$ cat src/rtl/hilbert_tile_descriptor_gen_unit_defines.svh
// Assertion macros for the Hilbert tile descriptor generator.
// Used by the top level only; needs clk and arst_n in scope at the point of use.
`ifndef HILBERT_TILE_DESCRIPTOR_GEN_UNIT_DEFINES_SVH
`define HILBERT_TILE_DESCRIPTOR_GEN_UNIT_DEFINES_SVH

`ifndef SYNTHESIS

// Same-cycle implication, reset-qualified
`define HTDG_ASSERT_IMP(lbl, ante, cons, msg) \
	lbl: assert property (@(posedge clk) disable iff (!arst_n) (ante) |-> (cons)) \
		else $error(msg);

// Next-cycle implication, reset-qualified
`define HTDG_ASSERT_NXT(lbl, ante, cons, msg) \
	lbl: assert property (@(posedge clk) disable iff (!arst_n) (ante) |=> (cons)) \
		else $error(msg);

`else

`define HTDG_ASSERT_IMP(lbl, ante, cons, msg)
`define HTDG_ASSERT_NXT(lbl, ante, cons, msg)

`endif

`endif

$ cat src/rtl/htdg_pkg.sv
// Shared types and constants of the Hilbert tile descriptor generator.
// No dependencies; imported by the interfaces and every module.
package htdg_pkg;

	localparam int CURVE_W = 16;
	localparam int COORD_W = 8;
	localparam int LVL_W   = 4;
	localparam int WORD_W  = 32;
	localparam int IDX_W   = 18;
	localparam int REG_W   = 3;

	localparam logic [WORD_W-1:0] W_COORD = 32'hB800_0000;
	localparam logic [WORD_W-1:0] W_ADDR  = 32'hE000_0002;
	localparam logic [WORD_W-1:0] W_MASK  = 32'hE000_0003;
	localparam logic [WORD_W-1:0] W_FIXED = 32'hB000_0000;
	localparam logic [WORD_W-1:0] W_END   = 32'hBC00_0000;

	typedef enum logic [REG_W-1:0] {
		REG_TILES_WIDE   = 3'd0,
		REG_TILES_HIGH   = 3'd1,
		REG_SHIFT_X      = 3'd2,
		REG_SHIFT_Y      = 3'd3,
		REG_BLOCKS_WIDE  = 3'd4,
		REG_BLOCK_BYTES  = 3'd5,
		REG_BASE_ADDRESS = 3'd6
	} reg_idx_t;

	typedef enum logic [2:0] {
		SLOT_ZERO_A = 3'd0,
		SLOT_COORD  = 3'd1,
		SLOT_ADDR   = 3'd2,
		SLOT_FIXED  = 3'd3,
		SLOT_ZERO_B = 3'd4,
		SLOT_END    = 3'd5
	} slot_t;

	typedef struct packed {
		logic [8:0]  tiles_wide;
		logic [8:0]  tiles_high;
		logic [3:0]  shift_x;
		logic [3:0]  shift_y;
		logic [8:0]  blocks_wide;
		logic [15:0] block_bytes;
		logic [31:0] base_address;
	} cfg_t;

	// Payload carried along the row of curve cells
	typedef struct packed {
		logic [CURVE_W-1:0] d;
		logic [COORD_W-1:0] x;
		logic [COORD_W-1:0] y;
		logic               in_range;
		logic               fin;
	} cell_t;

	// Tile descriptor handed to the word serialiser
	typedef struct packed {
		logic [COORD_W-1:0] x;
		logic [COORD_W-1:0] y;
		logic [WORD_W-1:0]  off;
		logic               vis;
		logic               fin;
	} desc_t;

endpackage

$ cat src/rtl/htdg_if.sv
// Channel interfaces of the Hilbert tile descriptor generator: index input,
// descriptor word output and configuration write. Depends on htdg_pkg.
interface htdg_item_if import htdg_pkg::*; ();
	logic               valid;
	logic               ready;
	logic [CURVE_W-1:0] curve_index;
	logic               final_req;

	modport source (output valid, curve_index, final_req, input ready);
	modport sink   (input valid, curve_index, final_req, output ready);
endinterface

interface htdg_word_if import htdg_pkg::*; ();
	logic              valid;
	logic              ready;
	logic [WORD_W-1:0] word;
	logic              last;

	modport source (output valid, word, last, input ready);
	modport sink   (input valid, word, last, output ready);
endinterface

interface htdg_cfg_if import htdg_pkg::*; ();
	logic              valid;
	logic              ready;
	logic [REG_W-1:0]  index;
	logic [WORD_W-1:0] data;

	modport source (output valid, index, data, input ready);
	modport sink   (input valid, index, data, output ready);
endinterface

$ cat src/rtl/htdg_cell.sv
// One level of the Hilbert index-to-coordinate walk, with its own stage register.
// Depends on htdg_pkg.
module htdg_cell import htdg_pkg::*; #(
	parameter int LEVEL = 0
) (
	input  logic             clk,
	input  logic             arst_n,
	input  logic [LVL_W-1:0] levels,
	input  logic             in_valid,
	output logic             in_ready,
	input  cell_t            in_data,
	output logic             out_valid,
	input  logic             out_ready,
	output cell_t            out_data
);

	localparam logic [COORD_W-1:0] MASK = COORD_W'((1 << LEVEL) - 1);
	localparam logic [COORD_W-1:0] BIT  = COORD_W'(1 << LEVEL);

	logic  valid_s1;
	cell_t data_s1;
	cell_t nxt;

	always_comb begin
		logic rx;
		logic ry;
		logic [COORD_W-1:0] tx;
		logic [COORD_W-1:0] ty;
		rx  = in_data.d[2*LEVEL+1];
		ry  = in_data.d[2*LEVEL] ^ rx;
		tx  = rx ? (~in_data.x & MASK) : in_data.x;
		ty  = rx ? (~in_data.y & MASK) : in_data.y;
		nxt = in_data;
		if (LVL_W'(LEVEL) < levels) begin
			if (!ry) begin
				nxt.x = ty;
				nxt.y = tx;
			end
			// coordinates stay below the current side, so OR adds the quadrant bit
			if (rx) nxt.x = nxt.x | BIT;
			if (ry) nxt.y = nxt.y | BIT;
		end
	end

	assign in_ready  = !valid_s1 || out_ready;
	assign out_valid = valid_s1;
	assign out_data  = data_s1;

	always_ff @(posedge clk or negedge arst_n) begin
		if (!arst_n) begin
			valid_s1 <= 1'b0;
		end else if (in_ready) begin
			valid_s1 <= in_valid;
		end
	end

	always_ff @(posedge clk) begin
		if (in_ready && in_valid) begin
			data_s1 <= nxt;
		end
	end

endmodule

$ cat src/rtl/htdg_offset.sv
// Visibility test and bin block byte offset, two multiply stages.
// Depends on htdg_pkg.
module htdg_offset import htdg_pkg::*; (
	input  logic  clk,
	input  logic  arst_n,
	input  cfg_t  cfg,
	input  logic  in_valid,
	output logic  in_ready,
	input  cell_t in_data,
	output logic  out_valid,
	input  logic  out_ready,
	output desc_t out_data
);

	logic               valid_s1;
	logic [IDX_W-1:0]   idx_s1;
	logic [COORD_W-1:0] x_s1;
	logic [COORD_W-1:0] y_s1;
	logic               vis_s1;
	logic               fin_s1;
	logic               valid_s2;
	desc_t              desc_s2;
	logic               rdy_s2;
	logic [COORD_W-1:0] ys;
	logic [COORD_W-1:0] xs;
	logic [IDX_W-1:0]   idx;
	logic               vis;

	assign ys  = in_data.y >> cfg.shift_y;
	assign xs  = in_data.x >> cfg.shift_x;
	assign idx = IDX_W'(ys) * IDX_W'(cfg.blocks_wide) + IDX_W'(xs);
	assign vis = in_data.in_range
		&& ({1'b0, in_data.x} < cfg.tiles_wide)
		&& ({1'b0, in_data.y} < cfg.tiles_high);

	assign rdy_s2    = !valid_s2 || out_ready;
	assign in_ready  = !valid_s1 || rdy_s2;
	assign out_valid = valid_s2;
	assign out_data  = desc_s2;

	always_ff @(posedge clk or negedge arst_n) begin
		if (!arst_n) begin
			valid_s1 <= 1'b0;
			valid_s2 <= 1'b0;
		end else begin
			if (in_ready) valid_s1 <= in_valid;
			if (rdy_s2)   valid_s2 <= valid_s1;
		end
	end

	always_ff @(posedge clk) begin
		if (in_ready && in_valid) begin
			idx_s1 <= idx;
			x_s1   <= in_data.x;
			y_s1   <= in_data.y;
			vis_s1 <= vis;
			fin_s1 <= in_data.fin;
		end
		if (rdy_s2 && valid_s1) begin
			desc_s2.off <= WORD_W'(idx_s1) * WORD_W'(cfg.block_bytes);
			desc_s2.x   <= x_s1;
			desc_s2.y   <= y_s1;
			desc_s2.vis <= vis_s1;
			desc_s2.fin <= fin_s1;
		end
	end

endmodule

$ cat src/rtl/htdg_serializer.sv
// Turns one tile descriptor into its run of descriptor words, one per cycle unless out stalls.
// Depends on htdg_pkg and htdg_word_if.
module htdg_serializer import htdg_pkg::*; (
	input  logic              clk,
	input  logic              arst_n,
	input  logic [WORD_W-1:0] base_address,
	input  logic              in_valid,
	output logic              in_ready,
	input  desc_t             in_data,
	htdg_word_if.source       out
);

	logic              busy_q;
	slot_t             slot_q;
	slot_t             slot_nxt;
	logic              fin_q;
	logic [WORD_W-1:0] coord_q;
	logic [WORD_W-1:0] addr_q;
	logic              last;
	logic              load;
	logic              take;

	assign last     = (slot_q == SLOT_END) || ((slot_q == SLOT_FIXED) && !fin_q);
	assign take     = out.valid && out.ready;
	assign in_ready = !busy_q || (out.ready && last);
	assign load     = in_valid && in_ready;

	assign out.valid = busy_q;
	assign out.last  = last;

	always_comb begin
		unique case (slot_q)
			SLOT_ZERO_A: slot_nxt = SLOT_COORD;
			SLOT_COORD:  slot_nxt = SLOT_ADDR;
			SLOT_ADDR:   slot_nxt = SLOT_FIXED;
			SLOT_FIXED:  slot_nxt = SLOT_ZERO_B;
			SLOT_ZERO_B: slot_nxt = SLOT_END;
			SLOT_END:    slot_nxt = SLOT_END;
			default:     slot_nxt = SLOT_END;
		endcase
	end

	always_comb begin
		unique case (slot_q)
			SLOT_ZERO_A: out.word = '0;
			SLOT_COORD:  out.word = coord_q;
			SLOT_ADDR:   out.word = addr_q;
			SLOT_FIXED:  out.word = W_FIXED;
			SLOT_ZERO_B: out.word = '0;
			SLOT_END:    out.word = W_END;
			default:     out.word = '0;
		endcase
	end

	always_ff @(posedge clk or negedge arst_n) begin
		if (!arst_n) begin
			busy_q <= 1'b0;
			slot_q <= SLOT_ZERO_A;
		end else if (load) begin
			busy_q <= 1'b1;
			slot_q <= in_data.vis ? SLOT_ZERO_A : SLOT_ZERO_B;
		end else if (take) begin
			if (last) busy_q <= 1'b0;
			else      slot_q <= slot_nxt;
		end
	end

	always_ff @(posedge clk) begin
		if (load) begin
			fin_q   <= in_data.fin;
			coord_q <= W_COORD | {16'b0, in_data.y, in_data.x};
			addr_q  <= (W_ADDR | ({3'b0, in_data.off[WORD_W-1:3]} & ~W_MASK))
				+ {3'b0, base_address[WORD_W-1:3]};
		end
	end

endmodule

$ cat src/rtl/hilbert_tile_descriptor_gen_unit.sv
// Hilbert tile descriptor generator, top level: configuration registers, the
// row of curve cells, offset stages and the word serialiser. Depends on htdg_pkg,
// the htdg interfaces, htdg_cell, htdg_offset, htdg_serializer and the defines header.
//
// Each transaction on item carries a curve index and a final flag. The index
// walks a row of MAX_LEVELS cells, one curve level per cell, giving the tile
// (x, y) on a square grid whose side is the smallest power of two covering
// tiles_wide and tiles_high. Two further stages test the tile against the area
// and form its bin block byte offset (one multiplier each), and the serialiser
// then emits the words: 0, coordinate, address, 0xB0000000 for a visible tile,
// and 0, 0xBC000000 after them when the index was final; last marks the final
// word of each run. The serialiser emits one word per cycle while desc is ready,
// so it sets the rate, taking a new descriptor only with the last word of the
// run; an index that yields nothing is dropped and passes at one per cycle.
// Every stage holds its own transaction and takes a new one as soon as its
// neighbour moves on, so indexes can be offered on every cycle. The first word
// passes the cell, offset and serialiser registers. Configuration writes are
// always accepted; change registers only while the block is idle.
`include "hilbert_tile_descriptor_gen_unit_defines.svh"

module hilbert_tile_descriptor_gen_unit import htdg_pkg::*; #(
	parameter int MAX_LEVELS = 8
) (
	input  logic       clk,
	input  logic       arst_n,
	htdg_cfg_if.sink   cfg,
	htdg_item_if.sink  item,
	htdg_word_if.source desc
);

	// Configuration registers
	logic [8:0]  tiles_wide_q;
	logic [8:0]  tiles_high_q;
	logic [3:0]  shift_x_q;
	logic [3:0]  shift_y_q;
	logic [8:0]  blocks_wide_q;
	logic [15:0] block_bytes_q;
	logic [31:0] base_address_q;
	cfg_t        cfg_w;

	logic [8:0]       mx;
	logic [LVL_W-1:0] levels;
	logic             in_range;

	// Cell row: slot 0 is the input channel, slot g+1 is the output of cell g
	logic  cv   [0:MAX_LEVELS];
	logic  crdy [0:MAX_LEVELS];
	cell_t cdat [0:MAX_LEVELS];

	logic  off_v;
	logic  off_rdy;
	desc_t off_desc;
	logic  ser_v;
	logic  ser_rdy;
	logic  keep;

	// Accept every write; indexes beyond the list are dropped
	assign cfg.ready = 1'b1;

	always_ff @(posedge clk or negedge arst_n) begin
		if (!arst_n) begin
			tiles_wide_q   <= 9'd1;
			tiles_high_q   <= 9'd1;
			shift_x_q      <= 4'd0;
			shift_y_q      <= 4'd0;
			blocks_wide_q  <= 9'd1;
			block_bytes_q  <= 16'd512;
			base_address_q <= 32'd0;
		end else if (cfg.valid && cfg.ready) begin
			unique case (cfg.index)
				REG_TILES_WIDE:   tiles_wide_q   <= cfg.data[8:0];
				REG_TILES_HIGH:   tiles_high_q   <= cfg.data[8:0];
				REG_SHIFT_X:      shift_x_q      <= cfg.data[3:0];
				REG_SHIFT_Y:      shift_y_q      <= cfg.data[3:0];
				REG_BLOCKS_WIDE:  blocks_wide_q  <= cfg.data[8:0];
				REG_BLOCK_BYTES:  block_bytes_q  <= cfg.data[15:0];
				REG_BASE_ADDRESS: base_address_q <= cfg.data;
				default: ;
			endcase
		end
	end

	assign cfg_w = '{
		tiles_wide:   tiles_wide_q,
		tiles_high:   tiles_high_q,
		shift_x:      shift_x_q,
		shift_y:      shift_y_q,
		blocks_wide:  blocks_wide_q,
		block_bytes:  block_bytes_q,
		base_address: base_address_q
	};

	// Grid level count: ceil(log2(max(width, height))), held at MAX_LEVELS
	assign mx = (tiles_wide_q > tiles_high_q) ? tiles_wide_q : tiles_high_q;

	always_comb begin
		levels = '0;
		for (int l = 0; l < MAX_LEVELS; l++) begin
			if ((9'd1 << l) < mx) levels = LVL_W'(l + 1);
		end
	end

	// Index beyond the grid square gives no tile
	assign in_range = {1'b0, item.curve_index} < (17'd1 << {levels, 1'b0});

	assign cv[0]            = item.valid;
	assign item.ready       = crdy[0];
	assign cdat[0].d        = item.curve_index;
	assign cdat[0].x        = '0;
	assign cdat[0].y        = '0;
	assign cdat[0].in_range = in_range;
	assign cdat[0].fin      = item.final_req;

	for (genvar g = 0; g < MAX_LEVELS; g++) begin : g_cell
		htdg_cell #(
			.LEVEL(g)
		) u_cell (
			.clk       (clk),
			.arst_n    (arst_n),
			.levels    (levels),
			.in_valid  (cv[g]),
			.in_ready  (crdy[g]),
			.in_data   (cdat[g]),
			.out_valid (cv[g+1]),
			.out_ready (crdy[g+1]),
			.out_data  (cdat[g+1])
		);
	end

	htdg_offset u_offset (
		.clk       (clk),
		.arst_n    (arst_n),
		.cfg       (cfg_w),
		.in_valid  (cv[MAX_LEVELS]),
		.in_ready  (crdy[MAX_LEVELS]),
		.in_data   (cdat[MAX_LEVELS]),
		.out_valid (off_v),
		.out_ready (off_rdy),
		.out_data  (off_desc)
	);

	// Drop descriptors that produce no words; pass the rest to the serialiser
	assign keep    = off_desc.vis || off_desc.fin;
	assign ser_v   = off_v && keep;
	assign off_rdy = ser_rdy || !keep;

	htdg_serializer u_ser (
		.clk          (clk),
		.arst_n       (arst_n),
		.base_address (base_address_q),
		.in_valid     (ser_v),
		.in_ready     (ser_rdy),
		.in_data      (off_desc),
		.out          (desc)
	);

	`HTDG_ASSERT_NXT(a_item_enters_row, item.valid && item.ready, cv[1], "accepted index lost at cell row entry")
	`HTDG_ASSERT_IMP(a_vis_in_area, off_v && off_desc.vis, ({1'b0, off_desc.x} < tiles_wide_q) && ({1'b0, off_desc.y} < tiles_high_q), "visible tile outside the area")
	`HTDG_ASSERT_NXT(a_run_contiguous, desc.valid && desc.ready && !desc.last, desc.valid, "word run broken before its last word")

endmodule

$ cat src/flat_wrapper.sv
// flat-port wrapper written by rule: the top's interface ports become plain ports
module hilbert_tile_descriptor_gen_unit_flat import htdg_pkg::*;
#(
	parameter int MAX_LEVELS = 8
)
  (clk, arst_n, cfg_valid, cfg_index, cfg_data, cfg_ready, item_valid, item_curve_index, item_final_req, item_ready, desc_valid, desc_word, desc_last, desc_ready);
  htdg_cfg_if cfg_i ();
  htdg_item_if item_i ();
  htdg_word_if desc_i ();
  input  logic clk;
  input  logic arst_n;
  input wire logic [$bits(cfg_i.valid)-1:0] cfg_valid;
  input wire logic [$bits(cfg_i.index)-1:0] cfg_index;
  input wire logic [$bits(cfg_i.data)-1:0] cfg_data;
  output wire logic [$bits(cfg_i.ready)-1:0] cfg_ready;
  input wire logic [$bits(item_i.valid)-1:0] item_valid;
  input wire logic [$bits(item_i.curve_index)-1:0] item_curve_index;
  input wire logic [$bits(item_i.final_req)-1:0] item_final_req;
  output wire logic [$bits(item_i.ready)-1:0] item_ready;
  output wire logic [$bits(desc_i.valid)-1:0] desc_valid;
  output wire logic [$bits(desc_i.word)-1:0] desc_word;
  output wire logic [$bits(desc_i.last)-1:0] desc_last;
  input wire logic [$bits(desc_i.ready)-1:0] desc_ready;
  assign cfg_i.valid = cfg_valid;
  assign cfg_i.index = cfg_index;
  assign cfg_i.data = cfg_data;
  assign cfg_ready = cfg_i.ready;
  assign item_i.valid = item_valid;
  assign item_i.curve_index = item_curve_index;
  assign item_i.final_req = item_final_req;
  assign item_ready = item_i.ready;
  assign desc_valid = desc_i.valid;
  assign desc_word = desc_i.word;
  assign desc_last = desc_i.last;
  assign desc_i.ready = desc_ready;
  hilbert_tile_descriptor_gen_unit #(.MAX_LEVELS(MAX_LEVELS)) u_core (.clk(clk), .arst_n(arst_n), .cfg(cfg_i), .item(item_i), .desc(desc_i));
endmodule
$ cat config.mk
export PLATFORM = sky130hd
export DESIGN_NAME = hilbert_tile_descriptor_gen_unit_flat
export DESIGN_NICKNAME = d
export VERILOG_FILES = /design/src/rtl/htdg_pkg.sv /design/src/rtl/htdg_if.sv /design/src/rtl/htdg_cell.sv /design/src/rtl/htdg_offset.sv /design/src/rtl/htdg_serializer.sv /design/src/rtl/hilbert_tile_descriptor_gen_unit.sv /design/src/flat_wrapper.sv
export VERILOG_INCLUDE_DIRS = /design/src /design/src/rtl
export SDC_FILE = /design/constraint.sdc
export NUM_CORES = 1
export LEC_CHECK = 0
export ABC_AREA = 1
export BUFFER_PORTS_ARGS = -buffer_cell sky130_fd_sc_hd__buf_2
export CORE_ASPECT_RATIO = 0.75
export CORE_UTILIZATION = 47
export DETAILED_ROUTE_END_ITERATION = 10
export PLACE_DENSITY = 0.7
export SLEW_MARGIN = 20
export SYNTH_ARGS = -nofsm -noshare
export SYNTH_HDL_FRONTEND = slang
export SYNTH_HIERARCHICAL = 1
export SYNTH_SLANG_ARGS = --single-unit
$ cat constraint.sdc
create_clock -name clk -period 6.7 [get_ports clk]
set_clock_uncertainty 0.1 [all_clocks]
set_input_delay 1.005 -clock clk [delete_from_list [all_inputs] [get_ports clk]]
set_output_delay 1.005 -clock clk [all_outputs]
set_load 0.01 [all_outputs]
==> results of run 1 <==
[path summary, 6_finish.rpt]
check,cells past startpoint,endpoint,slack [ns],from
worst min-delay path,1,u_core/base_address_q[12],0.28,arst_n
max in group asynchronous,2,u_core/g_cell[3].u_cell/out_valid,4.92,arst_n
worst max-delay path,19,u_core/u_offset/out_data[27],0.49,u_core/block_bytes_q[12]
min in group clk,0,u_core/u_ser/coord_q[9],0.31,u_core/u_offset/out_data[35]
worst min register to register,0,u_core/u_ser/coord_q[9],0.31,u_core/u_offset/out_data[35]
worst max register to register,19,u_core/u_offset/out_data[27],0.49,u_core/block_bytes_q[12]
[flip-flops by register name, indices dropped and copies added (netlist names)]
signal,cells
u_core/u_ser/addr_q,31
u_core/blocks_wide_q,9
u_core/shift_x_q,4
u_core/u_ser/fin_q,1
u_core/u_offset/x_s1,8
u_core/u_offset/out_valid,1
u_core/u_ser/coord_q,16
u_core/u_offset/valid_s1,1
u_core/g_cell.u_cell/out_data,200
u_core/u_ser/out.valid,1
u_core/u_offset/vis_s1,1
u_core/u_ser/slot_q,3
u_core/base_address_q,29
u_core/u_offset/fin_s1,1
u_core/block_bytes_q,16
u_core/u_offset/out_data,45
u_core/u_offset/y_s1,8
u_core/shift_y_q,4
u_core/u_offset/idx_s1,18
u_core/tiles_wide_q,9
u_core/g_cell.u_cell/out_valid,8
u_core/tiles_high_q,9
[stage by stage]
step	setup slack, ns	hold slack [ns]	util	instances	cell area [um2]
3_3_place_gp	0.6645	0.3010	0.4955	5110	35670
5_1_grt	0.2393	0.2925	0.5178	5198	37280
3_5_place_dp	0.5643	0.3045	0.4955	5110	35670
2_1_floorplan	0.9132	0.3003	-	4162	34450
4_1_cts	0.5563	0.2633	0.5173	5196	37240
6_report	0.4853	0.2765	0.5179	5199	37290
[per-layer routing]
layer / global-route usage / vias up / part of all wire
li1: - / 12690 / -
met4: 0.05336 / 6 / 0.021
met3: 0.05688 / 119 / 0.099
met2: 0.3191 / 959 / 0.41
met5: 0 / - / 0.00044
met1: 0.3342 / 12085 / 0.47
[layout make-up]
| class | instances | share of cell area |
|---|---|---|
| tap | 957 | 0.03211 |
| clock buffer | 56 | 0.03242 |
| antenna | 2 | 0.0001342 |
| clock inverter | 30 | 0.009731 |
| inverter | 924 | 0.09312 |
| timing repair buffer | 112 | 0.01705 |
| sequential | 423 | 0.3282 |
| multi-input combinational | 2695 | 0.4873 |
==> flow_metrics.env, run 1 <==
export IMPL_status="complete, no violations"
export IMPL_hold_buffers=0
export IMPL_num_io_pins=93
export IMPL_clk_pin_slew_ns=0.07
export IMPL_max_freq_mhz=160.9
export IMPL_relSlewSlack=0.3283
export IMPL_rows=85
export IMPL_maxCapViolations=0
export IMPL_final_seq_area_mm2=0.01224
export IMPL_final_cell_mix="nand2_1 (1310), inv_1 (897), edfxtp_1 (329)"
export IMPL_syn_to_final_growth_pct=8.596
export IMPL_multi_input_area_mm2=0.01817
export IMPL_hold_viol=0
export IMPL_crit_family="adder cells"
export IMPL_setup_viol=0
export IMPL_drc=0
export IMPL_coreArea_mm2=0.07200
export IMPL_crit_path_end_kind="flop"
export IMPL_wl_per_cell_um=15.76
export IMPL_slew_viol_final=0
export IMPL_gp_congestion=0.9402
export IMPL_grt_pass1_wl_um=130400
export IMPL_worst_pin_slew_ns=1.005
export IMPL_h_tree_depth=2
export IMPL_finalCritPeriodShare=0.9276
export IMPL_routed_wl_um=81920
export IMPL_crit_fanout=19
export IMPL_path_cells="nand2_1 -> fa_1 -> inv_1 -> fa_1 -> fa_1 -> fa_1 -> fa_1 -> inv_1 -> fa_1 -> inv_1 -> ha_1 -> nand2_1 -> inv_1 -> a21oi_1 -> nor2_1 -> nor2_1 -> nand3_1 -> nand2_1 -> nand2_1"
export IMPL_cp_start_kind="flop"
export IMPL_post_cts_resize_count=0
export IMPL_grt_util_all_layers=0.2226
export IMPL_vias=25859
export IMPL_drive_gt1_frac=0.09316
export IMPL_tns_ns=0
export IMPL_dpl_hpwl_um=63910
export IMPL_yosys_warnings=6
export IMPL_critPathArrivalTime_ns=6.46
export IMPL_clock_path_buffers=3
export IMPL_crit_type="reg -> reg"
export IMPL_cts_tree="yes"
export IMPL_critPathRequiredTime_ns=6.94
export IMPL_rsz0062_at_grt="false"
export IMPL_drt_antenna_violating_nets=0
export IMPL_hp_class="in -> async"
export IMPL_syn_avg_cell_area_um2=8.310
export IMPL_grt_ovfl_total=0
export IMPL_drt_iter0_drc=2163
export IMPL_grt_pass1_vias=24371
export IMPL_die_h_um=236.1
export IMPL_final_nets=4725
export IMPL_antenna_found_initial=5
export IMPL_num_fill_cells=6505
export IMPL_layout_min_cycle_time_ns=6.215
export IMPL_start_util=0.4769
export IMPL_cts_buffers=46
export IMPL_critPathSlowestCell="dfrtp_1"
export IMPL_die_area_mm2=0.07415
export IMPL_io_buffers=91
export IMPL_via_per_inst=4.974
export IMPL_syn_inst=4132
export IMPL_final_common_cell="nand2_1"
export IMPL_postCtsSetupBuffers=0
export IMPL_crit_top_cell="fa_1"
export IMPL_synthesis_area_mm2=0.03434
export IMPL_cts_sinks=423
export IMPL_slowest_delay_ns=0.90
export IMPL_cp_buffers_inverters=4
export IMPL_die_x_um=314.1
export IMPL_root_buffer="clkbuf_16"
export IMPL_insertion_delay_ns=0.60
export IMPL_dr_pass1_iters=5
export IMPL_grt_max_degree=65
Power of run 1 is left out: the tool's default activity adds up to more than one toggle a clock period on the data nets, which glitch-free logic cannot reach.
==> run 2, diff against run 1 <==
--- a/config.mk
+++ b/config.mk
@@ -6,7 +6,7 @@
 export SDC_FILE = /design/constraint.sdc
 export NUM_CORES = 1
 export LEC_CHECK = 0
-export ABC_AREA = 1
+export ABC_AREA = 0
 export BUFFER_PORTS_ARGS = -buffer_cell sky130_fd_sc_hd__buf_2
 export CORE_ASPECT_RATIO = 0.75
 export CORE_UTILIZATION = 47
==> run 2 against run 1 <==
Fmax shrank 4.0%. Clock-buffer cell count grew 6. Cell area shrank 4.6%. Critical path depth is the same. Utilization grew 0.24 points. Wire length shrank 12%. Via count shrank 16%. Synthesized area shrank 5.4%. Die area shrank 5.4%. Critical path type unchanged. Critical endpoint is now u_core/u_offset/out_data[28].
==> flow_metrics.env, run 2 <==
export IMPL_status="complete, no violations"
export IMPL_grt_max_degree=53
export IMPL_crit_fanout=19
export IMPL_placed_area_mm2=0.03389
export IMPL_drive_gt1_frac=0.1409
export IMPL_num_fill_cells=5893
export IMPL_critPathArrivalTime_ns=6.68
export IMPL_reg2reg_from="u_core/block_bytes_q[6]"
export IMPL_r2r_end="u_core/u_offset/out_data[28]"
export IMPL_crit_path_end_kind="flop"
export IMPL_worstHoldEndpoint="u_core/g_cell[5].u_cell/out_data[33]"
export IMPL_final_common_cell="inv_1"
export IMPL_drt_antenna_violating_nets=0
export IMPL_rows=83
export IMPL_dpl_hpwl_um=55560
export IMPL_slew_viol_final=0
export IMPL_start_util=0.4752
export IMPL_cts_buffers=45
export IMPL_design_area_mm2=0.03555
export IMPL_cts_tree="yes"
export IMPL_holdPathStages=0
export IMPL_finalCritPeriodShare=0.9662
export IMPL_wl_per_cell_um=18.14
export IMPL_clock_path_buffers=3
export IMPL_hp_class="reg -> reg"
export IMPL_final_cell_mix="inv_1 (396), edfxtp_1 (329), nand2_1 (277)"
export IMPL_cp_start_kind="flop"
export IMPL_setup_viol=0
export IMPL_layout_min_cycle_time_ns=6.473
export IMPL_root_buffer="clkbuf_16"
export IMPL_h_tree_depth=2
export IMPL_dr_pass1_iters=5
export IMPL_coreArea_mm2=0.06833
export IMPL_io_buffers=91
export IMPL_final_nets=3582
export IMPL_drc=0
export IMPL_r2r_setup_slack_ns=0.23
export IMPL_worst_pin_slew_ns=1.092
export IMPL_whs_ns=0.3167
export IMPL_crit_type="reg -> reg"
export IMPL_gp_congestion=0.9249
export IMPL_yosys_warnings=6
export IMPL_vias=21621
export IMPL_insertion_delay_ns=0.59
export IMPL_routed_wl_um=72310
export IMPL_critPathRequiredTime_ns=6.91
export IMPL_hold_viol=0
export IMPL_syn_avg_cell_area_um2=11.05
export IMPL_relSlewSlack=0.2702
export IMPL_grt_ovfl_total=0
export IMPL_reg2regPathDepth=19
export IMPL_diodes=0
export IMPL_maxCapViolations=0
export IMPL_drt_iter0_drc=1963
export IMPL_max_freq_mhz=154.5
export IMPL_die_x_um=305.5
export IMPL_die_area_mm2=0.07015
export IMPL_grt_util_all_layers=0.2102
export IMPL_syn_inst=2938
export IMPL_cts_sinks=423
export IMPL_largest_reg_flops=200
export IMPL_worstHoldStart="u_core/g_cell[4].u_cell/out_data[33]"
export IMPL_grt_pass1_wl_um=116700
export IMPL_syn_to_final_growth_pct=9.503
export IMPL_synthesis_area_mm2=0.03247
export IMPL_hold_buffers=0
export IMPL_via_per_inst=5.424
export IMPL_num_io_pins=93
export IMPL_final_core_utilization=0.5203
export IMPL_die_h_um=229.6
export IMPL_antenna_found_initial=1
export IMPL_tns_ns=0
export IMPL_grt_pass1_vias=20925
export IMPL_clk_pin_slew_ns=0.06
run 2: through the flow:
stage                     worst slack, ns  instances
after floorplan                    0.2735       2970
after global placement             0.2963       3881
after detailed placement           0.1816       3881
after CTS                          0.1516       3963
after global routing           -0.0007705       3986
final                              0.2265       3986
run 2: what timing repair did:
action                     CTS  global route
buffers inserted             0            23
resized for setup            0             8
setup endpoints to repair    0             9
run 2: layer usage:
| layer | track usage | part of all wire |
|---|---|---|
| met5 | 0 | 0 |
| met2 | 0.2914 | 0.40 |
| met3 | 0.04747 | 0.085 |
| met1 | 0.3325 | 0.50 |
| met4 | 0.04052 | 0.014 |
run 2: critical path, stage by stage (launching register included):
cell and delay (ns):
dfrtp_2 0.53, and2_1 0.21, fa_1 0.54, inv_1 0.06, fa_1 0.52, inv_1 0.05, fa_1 0.57, fa_1 0.49
fa_1 0.55, inv_1 0.05, fa_1 0.53, inv_1 0.04, ha_1 0.36, a21o_1 0.22, a31o_2 0.22, a221o_1 0.37
nor2b_1 0.16, nor3_2 0.30, o41ai_1 0.15, xor2_1 0.16
run 2: how the worst max path moves through the flow:
stage                                         endpoint               startpoint
final                     u_core/u_offset/out_data[28]  u_core/block_bytes_q[6]
after global routing      u_core/u_offset/out_data[30]  u_core/block_bytes_q[6]
after CTS                 u_core/u_offset/out_data[28]  u_core/block_bytes_q[6]
after detailed placement  u_core/u_offset/out_data[28]  u_core/block_bytes_q[6]
after global placement    u_core/u_offset/out_data[33]  u_core/block_bytes_q[9]
after floorplan           u_core/u_offset/out_data[33]  u_core/block_bytes_q[9]
run 2: final cells by class:
type                    count  area [um2]  area share
multi-input cells        2029       18240      0.5129
flip-flops and latches    423       12250      0.3445
inverters                 397        1490     0.04191
clock buffers              62        1230     0.03459
well taps                 892        1116     0.03139
repair buffers            163       998.5     0.02808
clock inverters            20       234.0    0.006581
Power of run 2 is left out for the same reason.
